File: src/rtl/fbfl_pkg.sv
`timescale 1ns / 1ps
// Shared types and constants for the fixed block free list allocator.
// Used by fbfl_ctrl, fbfl_dpath and fixed_block_free_list_allocator; no dependencies.
package fbfl_pkg;

    localparam int CNT_W     = 9;
    localparam int SIZE_W    = 13;
    localparam int IDX_W     = 8;
    localparam int OFS_W     = 20;
    localparam int CFG_IDX_W = 1;
    localparam int CFG_W     = 13;
    localparam int ENTRY_W   = IDX_W + 1;

    // register indexes of the configuration port
    localparam logic [CFG_IDX_W-1:0] REG_ELEMENT_COUNT = 1'b0;
    localparam logic [CFG_IDX_W-1:0] REG_ELEMENT_SIZE  = 1'b1;

    localparam logic [CNT_W-1:0]  COUNT_RST = 9'd256;
    localparam logic [SIZE_W-1:0] SIZE_RST  = 13'd64;

    // operation codes
    localparam logic FN_ALLOC = 1'b0;
    localparam logic FN_FREE  = 1'b1;

    // result status codes
    localparam logic [1:0] ST_OK        = 2'd0;
    localparam logic [1:0] ST_EMPTY     = 2'd1;
    localparam logic [1:0] ST_NULL_FREE = 2'd2;
    localparam logic [1:0] ST_RANGE     = 2'd3;

    typedef struct packed {
        logic             func;
        logic             block_is_null;
        logic [IDX_W-1:0] block_index;
    } req_t;

    typedef struct packed {
        logic [1:0]       status;
        logic [IDX_W-1:0] granted_index;
        logic [OFS_W-1:0] byte_offset;
        logic             pool_empty;
    } rsp_t;

    typedef enum logic [1:0] {
        S_IDLE,
        S_LOOKUP,
        S_APPLY,
        S_REPLY
    } state_t;

    // controller to datapath commands
    typedef struct packed {
        logic capture;
        logic lookup;
        logic apply;
        logic reply;
    } ctl_t;

    // datapath to controller status
    typedef struct packed {
        logic alloc_pending;
    } sts_t;

endpackage

File: src/rtl/fbfl_ctrl.sv
`timescale 1ns / 1ps
// Sequencer for one allocator beat: capture, table lookup, head update, reply.
// Depends on fbfl_pkg.
module fbfl_ctrl (
    input  logic             clk,
    input  logic             rst_n,
    input  logic             start,
    input  fbfl_pkg::sts_t   sts,
    output fbfl_pkg::ctl_t   ctl,
    output logic             busy
);

    fbfl_pkg::state_t state_reg;
    fbfl_pkg::state_t state_next;

    always_ff @(posedge clk or negedge rst_n)
    begin
        if (!rst_n)
        begin
            state_reg <= fbfl_pkg::S_IDLE;
        end
        else
        begin
            state_reg <= state_next;
        end
    end

    always_comb
    begin
        state_next = state_reg;
        case (state_reg)
            fbfl_pkg::S_IDLE:
            begin
                if (start)
                begin
                    state_next = fbfl_pkg::S_LOOKUP;
                end
            end
            fbfl_pkg::S_LOOKUP: state_next = fbfl_pkg::S_APPLY;
            fbfl_pkg::S_APPLY:  state_next = fbfl_pkg::S_REPLY;
            fbfl_pkg::S_REPLY:  state_next = fbfl_pkg::S_IDLE;
            default:            state_next = fbfl_pkg::S_IDLE;
        endcase
    end

    always_comb
    begin
        ctl  = '0;
        busy = 1'b1;
        case (state_reg)
            fbfl_pkg::S_IDLE:
            begin
                busy        = 1'b0;
                ctl.capture = start;
            end
            // only an allocate needs the successor of the head
            fbfl_pkg::S_LOOKUP: ctl.lookup = sts.alloc_pending;
            fbfl_pkg::S_APPLY:  ctl.apply  = 1'b1;
            fbfl_pkg::S_REPLY:  ctl.reply  = 1'b1;
            default:            busy       = 1'b1;
        endcase
    end

endmodule

File: src/rtl/fbfl_dpath.sv
`timescale 1ns / 1ps
// Datapath: configuration registers, free list head, next-link table, offset multiply.
// Depends on fbfl_pkg.
module fbfl_dpath #(
    parameter int POOL_DEPTH = 256
) (
    input  logic                              clk,
    input  logic                              rst_n,
    input  fbfl_pkg::ctl_t                    ctl,
    output fbfl_pkg::sts_t                    sts,
    input  fbfl_pkg::req_t                    request,
    output fbfl_pkg::rsp_t                    result,
    input  logic                              cfg_write,
    input  logic [fbfl_pkg::CFG_IDX_W-1:0]    cfg_index,
    input  logic [fbfl_pkg::CFG_W-1:0]        cfg_data
);

    // the 8-bit index fields never reach past 256 entries
    localparam int TBL_DEPTH = (POOL_DEPTH < 256) ? POOL_DEPTH : 256;
    localparam int AW        = $clog2(TBL_DEPTH);
    localparam int PROD_W    = fbfl_pkg::IDX_W + fbfl_pkg::SIZE_W;
    localparam logic [fbfl_pkg::CNT_W-1:0] TBL_CNT = fbfl_pkg::CNT_W'(TBL_DEPTH);

    logic [fbfl_pkg::CNT_W-1:0]   count_reg;
    logic [fbfl_pkg::SIZE_W-1:0]  size_reg;
    logic [fbfl_pkg::IDX_W-1:0]   head_reg;
    logic [fbfl_pkg::IDX_W-1:0]   head_next;
    logic                         head_valid_reg;
    logic                         head_valid_next;
    fbfl_pkg::req_t               op_reg;
    fbfl_pkg::rsp_t               rsp_reg;
    fbfl_pkg::rsp_t               rsp_next;
    logic [TBL_DEPTH-1:0]         written_reg;
    logic                         hit_reg;
    logic [fbfl_pkg::ENTRY_W-1:0] rd_data_reg;

    // next-link table: valid bit on top, successor index below
    logic [fbfl_pkg::ENTRY_W-1:0] link_mem [TBL_DEPTH];

    logic [fbfl_pkg::CNT_W-1:0]   n_eff;
    logic [fbfl_pkg::CNT_W-1:0]   n_new;
    logic [fbfl_pkg::CNT_W-1:0]   succ;
    logic [fbfl_pkg::ENTRY_W-1:0] link;
    logic [PROD_W-1:0]            product;
    logic                         free_ok;
    logic                         count_wr;

    assign count_wr = cfg_write && (cfg_index == fbfl_pkg::REG_ELEMENT_COUNT);
    assign n_eff    = (count_reg > TBL_CNT) ? TBL_CNT : count_reg;
    assign n_new    = (cfg_data[fbfl_pkg::CNT_W-1:0] > TBL_CNT) ? TBL_CNT
                                                                 : cfg_data[fbfl_pkg::CNT_W-1:0];

    assign sts.alloc_pending = (op_reg.func == fbfl_pkg::FN_ALLOC) && head_valid_reg;

    // a link never written since the last rebuild reads as the chained default
    assign succ    = {1'b0, head_reg} + fbfl_pkg::CNT_W'(1);
    assign link    = hit_reg ? rd_data_reg
                             : {(succ < n_eff), succ[fbfl_pkg::IDX_W-1:0]};
    assign product = PROD_W'(head_reg) * PROD_W'(size_reg);
    assign free_ok = !op_reg.block_is_null && ({1'b0, op_reg.block_index} < n_eff);

    always_comb
    begin
        head_next       = head_reg;
        head_valid_next = head_valid_reg;
        rsp_next        = '0;
        if (op_reg.func == fbfl_pkg::FN_ALLOC)
        begin
            if (!head_valid_reg)
            begin
                rsp_next.status = fbfl_pkg::ST_EMPTY;
            end
            else
            begin
                rsp_next.status        = fbfl_pkg::ST_OK;
                rsp_next.granted_index = head_reg;
                rsp_next.byte_offset   = product[fbfl_pkg::OFS_W-1:0];
                head_next              = link[fbfl_pkg::IDX_W-1:0];
                head_valid_next        = link[fbfl_pkg::IDX_W];
            end
        end
        else if (op_reg.block_is_null)
        begin
            rsp_next.status = fbfl_pkg::ST_NULL_FREE;
        end
        else if (!free_ok)
        begin
            rsp_next.status = fbfl_pkg::ST_RANGE;
        end
        else
        begin
            rsp_next.status = fbfl_pkg::ST_OK;
            head_next       = op_reg.block_index;
            head_valid_next = 1'b1;
        end
        rsp_next.pool_empty = !head_valid_next;
    end

    always_ff @(posedge clk or negedge rst_n)
    begin
        if (!rst_n)
        begin
            count_reg      <= fbfl_pkg::COUNT_RST;
            size_reg       <= fbfl_pkg::SIZE_RST;
            head_reg       <= '0;
            head_valid_reg <= 1'b1;
            written_reg    <= '0;
        end
        else if (count_wr)
        begin
            // rebuild: head back to block 0, every link reverts to its default
            count_reg      <= cfg_data[fbfl_pkg::CNT_W-1:0];
            head_reg       <= '0;
            head_valid_reg <= (n_new != '0);
            written_reg    <= '0;
        end
        else
        begin
            if (cfg_write && (cfg_index == fbfl_pkg::REG_ELEMENT_SIZE))
            begin
                size_reg <= cfg_data[fbfl_pkg::SIZE_W-1:0];
            end
            if (ctl.apply)
            begin
                head_reg       <= head_next;
                head_valid_reg <= head_valid_next;
                if ((op_reg.func == fbfl_pkg::FN_FREE) && free_ok)
                begin
                    written_reg[op_reg.block_index[AW-1:0]] <= 1'b1;
                end
            end
        end
    end

    always_ff @(posedge clk)
    begin
        if (ctl.capture)
        begin
            op_reg <= request;
        end
        if (ctl.lookup)
        begin
            rd_data_reg <= link_mem[head_reg[AW-1:0]];
            hit_reg     <= written_reg[head_reg[AW-1:0]];
        end
        if (ctl.apply)
        begin
            rsp_reg <= rsp_next;
            // push: old head becomes the freed block's successor
            if ((op_reg.func == fbfl_pkg::FN_FREE) && free_ok)
            begin
                link_mem[op_reg.block_index[AW-1:0]] <= {head_valid_reg, head_reg};
            end
        end
    end

    assign result = rsp_reg;

endmodule

File: src/rtl/fixed_block_free_list_allocator.sv
`timescale 1ns / 1ps
// Top level of the fixed block free list allocator: controller plus datapath.
// Depends on fbfl_pkg, fbfl_ctrl and fbfl_dpath.
//
//   channel  | ports                              | handshake
//   ---------+------------------------------------+-----------------------------
//   request  | request (func, block_is_null, idx) | start high while busy low
//   result   | result (status, index, offset, ..) | done high for one cycle
//   config   | cfg_write, cfg_index, cfg_data     | cfg_write high, no wait
//
// Each beat runs through these steps in order up to the done strobe: accept, one
// registered read of the next-link table, head update with the offset multiply,
// reply. busy stays high until the done cycle ends. Reset, and any write of
// element_count, rebuild the free list at once through per-entry written bits;
// there is no clearing pass. The receiver cannot stall the result.
module fixed_block_free_list_allocator #(
    parameter int POOL_DEPTH = 256
) (
    input  logic                           clk,
    input  logic                           rst_n,
    input  logic                           start,
    output logic                           busy,
    input  fbfl_pkg::req_t                 request,
    output logic                           done,
    output fbfl_pkg::rsp_t                 result,
    input  logic                           cfg_write,
    input  logic [fbfl_pkg::CFG_IDX_W-1:0] cfg_index,
    input  logic [fbfl_pkg::CFG_W-1:0]     cfg_data
);

    fbfl_pkg::ctl_t ctl;
    fbfl_pkg::sts_t sts;

    fbfl_ctrl u_ctrl (
        .clk   (clk),
        .rst_n (rst_n),
        .start (start),
        .sts   (sts),
        .ctl   (ctl),
        .busy  (busy)
    );

    fbfl_dpath #(
        .POOL_DEPTH (POOL_DEPTH)
    ) u_dpath (
        .clk       (clk),
        .rst_n     (rst_n),
        .ctl       (ctl),
        .sts       (sts),
        .request   (request),
        .result    (result),
        .cfg_write (cfg_write),
        .cfg_index (cfg_index),
        .cfg_data  (cfg_data)
    );

    assign done = ctl.reply;

endmodule
File: config.mk
export PLATFORM = sky130hd
export DESIGN_NAME = fixed_block_free_list_allocator
export DESIGN_NICKNAME = d
export VERILOG_FILES = /design/src/rtl/fbfl_pkg.sv /design/src/rtl/fbfl_ctrl.sv /design/src/rtl/fbfl_dpath.sv /design/src/rtl/fixed_block_free_list_allocator.sv
export SDC_FILE = /design/constraint.sdc
export NUM_CORES = 2
export LEC_CHECK = 0
export ABC_AREA = 1
export BUFFER_PORTS_ARGS = -buffer_cell sky130_fd_sc_hd__buf_2
export CAP_MARGIN = 20
export CORE_MARGIN = 2
export CORE_UTILIZATION = 55
export CTS_CLUSTER_SIZE = 14
export DETAILED_ROUTE_END_ITERATION = 10
export PLACE_DENSITY_LB_ADDON = 0.12
export SLEW_MARGIN = 30
export SYNTH_ARGS = -nofsm -noshare
export SYNTH_HDL_FRONTEND = slang
export SYNTH_SLANG_ARGS = --single-unit
File: constraint.sdc
create_clock -name clk -period 14.6 [get_ports clk]
set_input_delay 2.19 -clock clk [delete_from_list [all_inputs] [get_ports clk]]
set_output_delay 2.19 -clock clk [all_outputs]
set_load 0.005 [all_outputs]
# Yosys cells after proc, flatten, opt, wreduce, memory -nomap -nowiden
# Memories as Yosys holds them, arrays and structs flattened. A register that Yosys moved wholly into a read port is not among the register bits.
# Index checks and enable logic that the tools add are counted.
dict set report totals {
  mem_count 1
  ramBits 2304
  wordCells 88
  latch_bits 0
  mem_bits_ro 0
  inputBits 28
  output_inout_bits 33
  regBits 331
}
# memory words word_bits rd rd_clocked_by_memory_dff write_ports line
set memory_table {}
lappend memory_table {u_dpath.link_mem 256 9 1 1 1 fbfl_dpath.sv:38} ;# logic [fbfl_pkg::ENTRY_W-1:0] link_mem [TBL_DEPTH];
dict set report op_classes {
  n_reduce_logical 17
  eq_ne 6
  muxes 36
  div 0
  shifts 0
  magnitude_cmp 7
  n_addsub 1
  mul 1
  bitwise_logic 5
}
# operator count
set op_table {}
lappend op_table {{2-to-1 mux 256 bit} 3}
lappend op_table {{OR 256 bit} 1}
lappend op_table {{2-to-1 mux 8 bit} 6}
lappend op_table {{2-to-1 mux 9 bit} 3}
lappend op_table {{multiplier 8 x 13 -> 20 bit} 1}
lappend op_table {{greater-than comparator 9 bit (second input constant)} 2}
lappend op_table {{less-than comparator 8 x 9 -> 1 bit (second input constant)} 2}
lappend op_table {{2-to-1 mux 1 bit} 17}
lappend op_table {{adder 8 x 1 -> 9 bit (second input constant)} 1}
lappend op_table {{less-than comparator 8 x 9 -> 1 bit} 1}
lappend op_table {{less-than comparator 9 bit} 1}
lappend op_table {{nonzero test 9 bit} 1}
lappend op_table {{binary-select mux 1 bit (select 8 bit)} 1}
lappend op_table {{demux 1 bit (select 8 bit)} 1}
lappend op_table {{>= comparator 8 x 1 -> 1 bit (second input constant)} 1}
lappend op_table {{2-to-1 mux 2 bit} 4}
lappend op_table {{one-hot mux 2 bit (4 select lines)} 1}
lappend op_table {{logical AND 1 bit} 6}
lappend op_table {{inequality test 3 bit (second input constant)} 2}
lappend op_table {{equality test 2 bit (second input constant)} 2}
lappend op_table {{inverter 1 bit} 4}
lappend op_table {{AND reduction 2 bit} 2}
lappend op_table {{AND reduction 4 bit} 1}
lappend op_table {{nonzero test 2 bit} 2}
lappend op_table {{other kinds (6)} 7}

# Logic depth before layout (Yosys ltp)
dict set report depth {
  depth_word 9
  ltp_mapped 25
  depth_no_buf 20
}

# Hierarchy
# A second synthesis with hierarchy kept.
dict set report hier_totals {
  cells_unflattened 11575
  hier_area_um2 117421.4
}
# mod instances cells_each area_per_inst_um2 seq_area_each_um2
set by_module_without_submodules {}
lappend by_module_without_submodules {fbfl_dpath 1 11550 117238.7 77903.5}
lappend by_module_without_submodules {fbfl_ctrl 1 25 182.7 50.0}

# Worst setup path after synthesis
# No wires, ideal clock.
dict set report synth_path {
  path_type {register to register}
  startpoint {register u_dpath.head_reg[2] in the netlist's numbering}
  endpoint {register u_dpath.rsp_reg (netlist bit u_dpath.result[16]) (data pin)}
  stages_incl_launch_ff 23
  synth_period_minus_slack_ps 8038
  setup_slack_ps 6562
  arrival_ps 7787
  setup_ps 251
  cell_sequence {dfrtp_1 > clkbuf_1 > buf_2 > buf_2 > buf_1 > buf_1 > nand2_1 > fa_1 > fa_1 > inv_1 > fa_1 > inv_1 > fa_1 > inv_1 > ha_1 > nand2_1 > inv_1 > a21boi_0 > o21ai_0 > a21oi_1 > nand2_1 > nand2_1 > nor2_1}
}
dict set report synth_via {
  elab_chain_len 1
}
# item line
set synth_rtl {}
lappend synth_rtl {{start, declared} fbfl_dpath.sv:26} ;# logic [fbfl_pkg::IDX_W-1:0] head_reg;
lappend synth_rtl {{start signal, assigned} fbfl_dpath.sv:125} ;# head_reg <= head_next;
lappend synth_rtl {{multiplier 8 x 13 -> 20 bit} fbfl_dpath.sv:59} ;# assign product = PROD_W'(head_reg) * PROD_W'(size_reg);
lappend synth_rtl {{end signal, assigned} fbfl_dpath.sv:148} ;# rsp_reg <= rsp_next;
lappend synth_rtl {{end, declared} fbfl_dpath.sv:31} ;# fbfl_pkg::rsp_t rsp_reg;
# No other way between the ends.
# A chain may end at the register's enable or synchronous reset.

==> results.md <==
- Chip Width: 457 um
- Crit. End Element: flop
- R2R cell count: 15
- Leakage: 46.9 nW
- Crit path from: u_dpath.head_reg[0]
- Worst Clk Skew: 43.1 ps
- Hold WC Path Type: flop to flop
- Die H: 457 um
- Worst min-delay path startpoint: u_dpath.written_reg[216]
- Final ANT Viol Nets: 0
- Reg2reg end: u_dpath.rd_data_reg[2]
- Syn. warnings: 0
- Ys async rst share: 0.109
- Root Buffer: clkbuf_16
- Tmin final: 5750 ps
- Post-Syn Nets: 10.5k
- DR iter-0 viols: 10.2k
- Post-synth EDFFs: 2355
- Power per Cell Area: 205 nW/um^2
- Fin. max-slew vios: 0
- Critical Path AT: 6560 ps
- Num CTS Buffers: 291
- Via count: 77.3k
- DR vias/cell: 5.92
- Number of flip-flops under the largest register name: 2304
- CTS max path bufs: 4
- Final core occ: 0.610
- Slew headroom: 0.228
- Largest net degree at the start of global routing: 202
- DRC viols: 0
- Initial antenna violation count: 9
- Clock sink count: 2644
- Number of distinct library cells after synthesis: 44
- Type of origin of the critical path: flop
- Count of cells resized by post-cts repair: 0
- Mapped Area: 113000 um^2
- #FFs+latches synth: 2644
- Die area: 209000 um^2
- Most frequent CP cell: nand3_1
- H-tree Lvls: 5
- Hold_ws: 492 ps
- Worst Tran Pin Value: 1160 ps
- R2R Setup Slk: 8850 ps
- CTS tree: yes
- Final setup viols: 0
- Drt pass-1 iters: 9
- Max VDD drop: 0.000201 V
- RSZ-0062 raised after global routing: false
- FMAX: 174 MHz
- Data required time of the worst path: 15400 ps
- Mapped Cells: 10.3k
- Run status: finished, final reports clean
- Critical-path top delay cell: dfrtp_4
- CP max FO: 189
- First-pass GRT wire length: 468000 um
- Fin crit share: 0.394
- CP cell instances: buf_4, buf_12, buf_4, buf_12, buf_4, nand2_1, nand3_1, nand3_1, nand3_1, nand3_1, nand3_1, nand3_1, nand2_1, nand2_1, nand2_1
- Layout cells sized above 1: 0.0811
- Post-CTS Hold Buffers: 0
- Setup TNS: 0 ps
- Seq/Total Area, Yosys: 0.689
- Critical Setup Path Class: flop to flop
- R2r startpoint: u_dpath.head_reg[0]
- Worst hold path depth: 2
- Clock latency on the worst-skew pair: 950 ps
- GRT overflow: 0
- Final net count: 10.3k
- Core area: 204000 um^2
- Total power: 25.5 mW
- Ys flop type: edfxtp_1
- # rows: 166
- Max Cap Viol: 0
- RePlAce Congestion: 0.859
- IO buf count: 60
- CP peak stage delay: 810 ps
- Vias in the first global route: 73.1k
- Routed length per instance: 23.7 um
- Top Ports: 61
- Hold Path Sink: u_dpath.written_reg[216]
- Worst-path clk slew: 60 ps
- Post-CTS Setup Bufs: 0
- Detailed Place HPWL: 171000 um
- Initial Utilization: 0.553
- Final hold vios: 0
- Layout area overhead: 10.3%
- Syn avg cell area: 11.0 um^2
- Final wirelength: 310000 um
- Total Routing Usage GR: 0.294
layout by cell type (no fill, tap or decap), drive strengths merged, types with 3 or more instances in the layout:
| master | synthesis | routed |
|---|---|---|
| diode | 0 | 6 |
| dfrtp | 286 | 286 |
| dfstp | 3 | 3 |
| xor2 | 6 | 6 |
| ha | 60 | 60 |
| edfxtp | 2355 | 2355 |
| clkinv | 3 | 87 |
| mux2 | 5 | 5 |
| nand3 | 2474 | 2474 |
| a31oi | 4 | 4 |
| a211oi | 3 | 3 |
| buf | 455 | 254 |
| nor3 | 82 | 82 |
| o21bai | 4 | 4 |
| nor2 | 700 | 700 |
| inv | 526 | 525 |
| nand4 | 3 | 3 |
| a21o | 3 | 3 |
| o211ai | 65 | 65 |
| fa | 65 | 65 |
| nand2 | 2652 | 2652 |
| or2 | 32 | 32 |
| bufinv | 0 | 16 |
| clkbuf | 233 | 407 |
| a21oi | 147 | 147 |
| o21ai | 116 | 116 |
cell usage after synthesis (4+ instances only):
cell	count	area (um^2)
nand2_1	2646	9930
nand3_1	2474	12400
edfxtp_1	2355	70700
nor2_1	657	2470
inv_1	521	1960
dfrtp_1	286	7160
buf_2	283	1420
clkbuf_1	233	875
a21oi_1	147	736
buf_1	127	477
o21ai_0	115	576
nor3_1	82	410
fa_1	65	1300
o211ai_1	65	488
ha_1	60	751
nor2_2	33	206
or2_2	32	200
buf_4	29	218
buf_6	15	169
nor2_4	10	113
nand2_2	6	37.5
xor2_1	6	52.6
inv_2	5	18.8
mux2_2	5	56.3
a31oi_1	4	25.0
o21bai_1	4	30.0
stage by stage:
| step | setup slack, ps | std cells | cell area (um^2) |
|---|---|---|---|
| final | 8850 | 13100 | 125000 |
| after global routing | 8380 | 13100 | 125000 |
| after CTS | 8850 | 13100 | 124000 |
| after detailed placement | 8900 | 12500 | 115000 |
| after global placement | 8930 | 12500 | 115000 |
| after floorplan | 6560 | 10300 | 113000 |
per-layer routing:
layer	routed length [um]	up-vias	GRT usage	share of wire
met4	12500	6	0.115	0.040
li1	-	35200	-	-
met2	143000	3473	0.452	0.46
met5	41	-	0	0.00013
met3	26700	619	0.0506	0.086
met1	128000	38000	0.422	0.41
cell families after synthesis:
| family | after synthesis | synth area share |
|---|---|---|
| xor gates and xnor gates | 8 | 0.000620 |
| AOI/OAI and AO/OA | 352 | 0.0175 |
| and+or+nand+nor | 5947 | 0.228 |
| DFF | 2644 | 0.689 |
| buffers and inverters | 1217 | 0.0456 |
| muxes | 5 | 0.000498 |
| adders and majority gates | 125 | 0.0181 |
final cells by class:
type                            instances  area, um^2
Tap cell                             2688        3360
Timing Repair Buffer                  254        2110
Fill cell                           16400       79600
Antenna cell                            6        15.0
Clock buffer                          407        8140
Sequential cell                      2644       78000
Inverter                              529        2030
Clock inverter                        100         872
Multi-Input combinational cell       6437       30200
critical path, delay by kind of cell, from the launching register on:
kind                   cells  cell delay [ps]
AND/OR/NAND/NOR           10             1290
flip-flops                 1              810
buffers and inverters      5             3190
how the worst max path moves through the flow:
stage	slack, ps	to	cells after the start
6_report	8850	u_dpath.rd_data_reg[2]	15
5_1_grt	8380	u_dpath.rd_data_reg[2]	15
4_1_cts	8850	u_dpath.rd_data_reg[3]	14
3_5_place_dp	8900	u_dpath.rd_data_reg[3]	14
3_3_place_gp	8930	u_dpath.rd_data_reg[3]	14
2_1_floorplan	6560	u_dpath.result[16]	22
where the power goes:
group / switching (mW) / total (mW) / internal [mW]
Clock: 2.89 / 7.05 / 4.16
Sequential: 0.264 / 9.57 / 9.31
Combinational: 6.70 / 8.91 / 2.22
(Power assumes the default switching activity.)
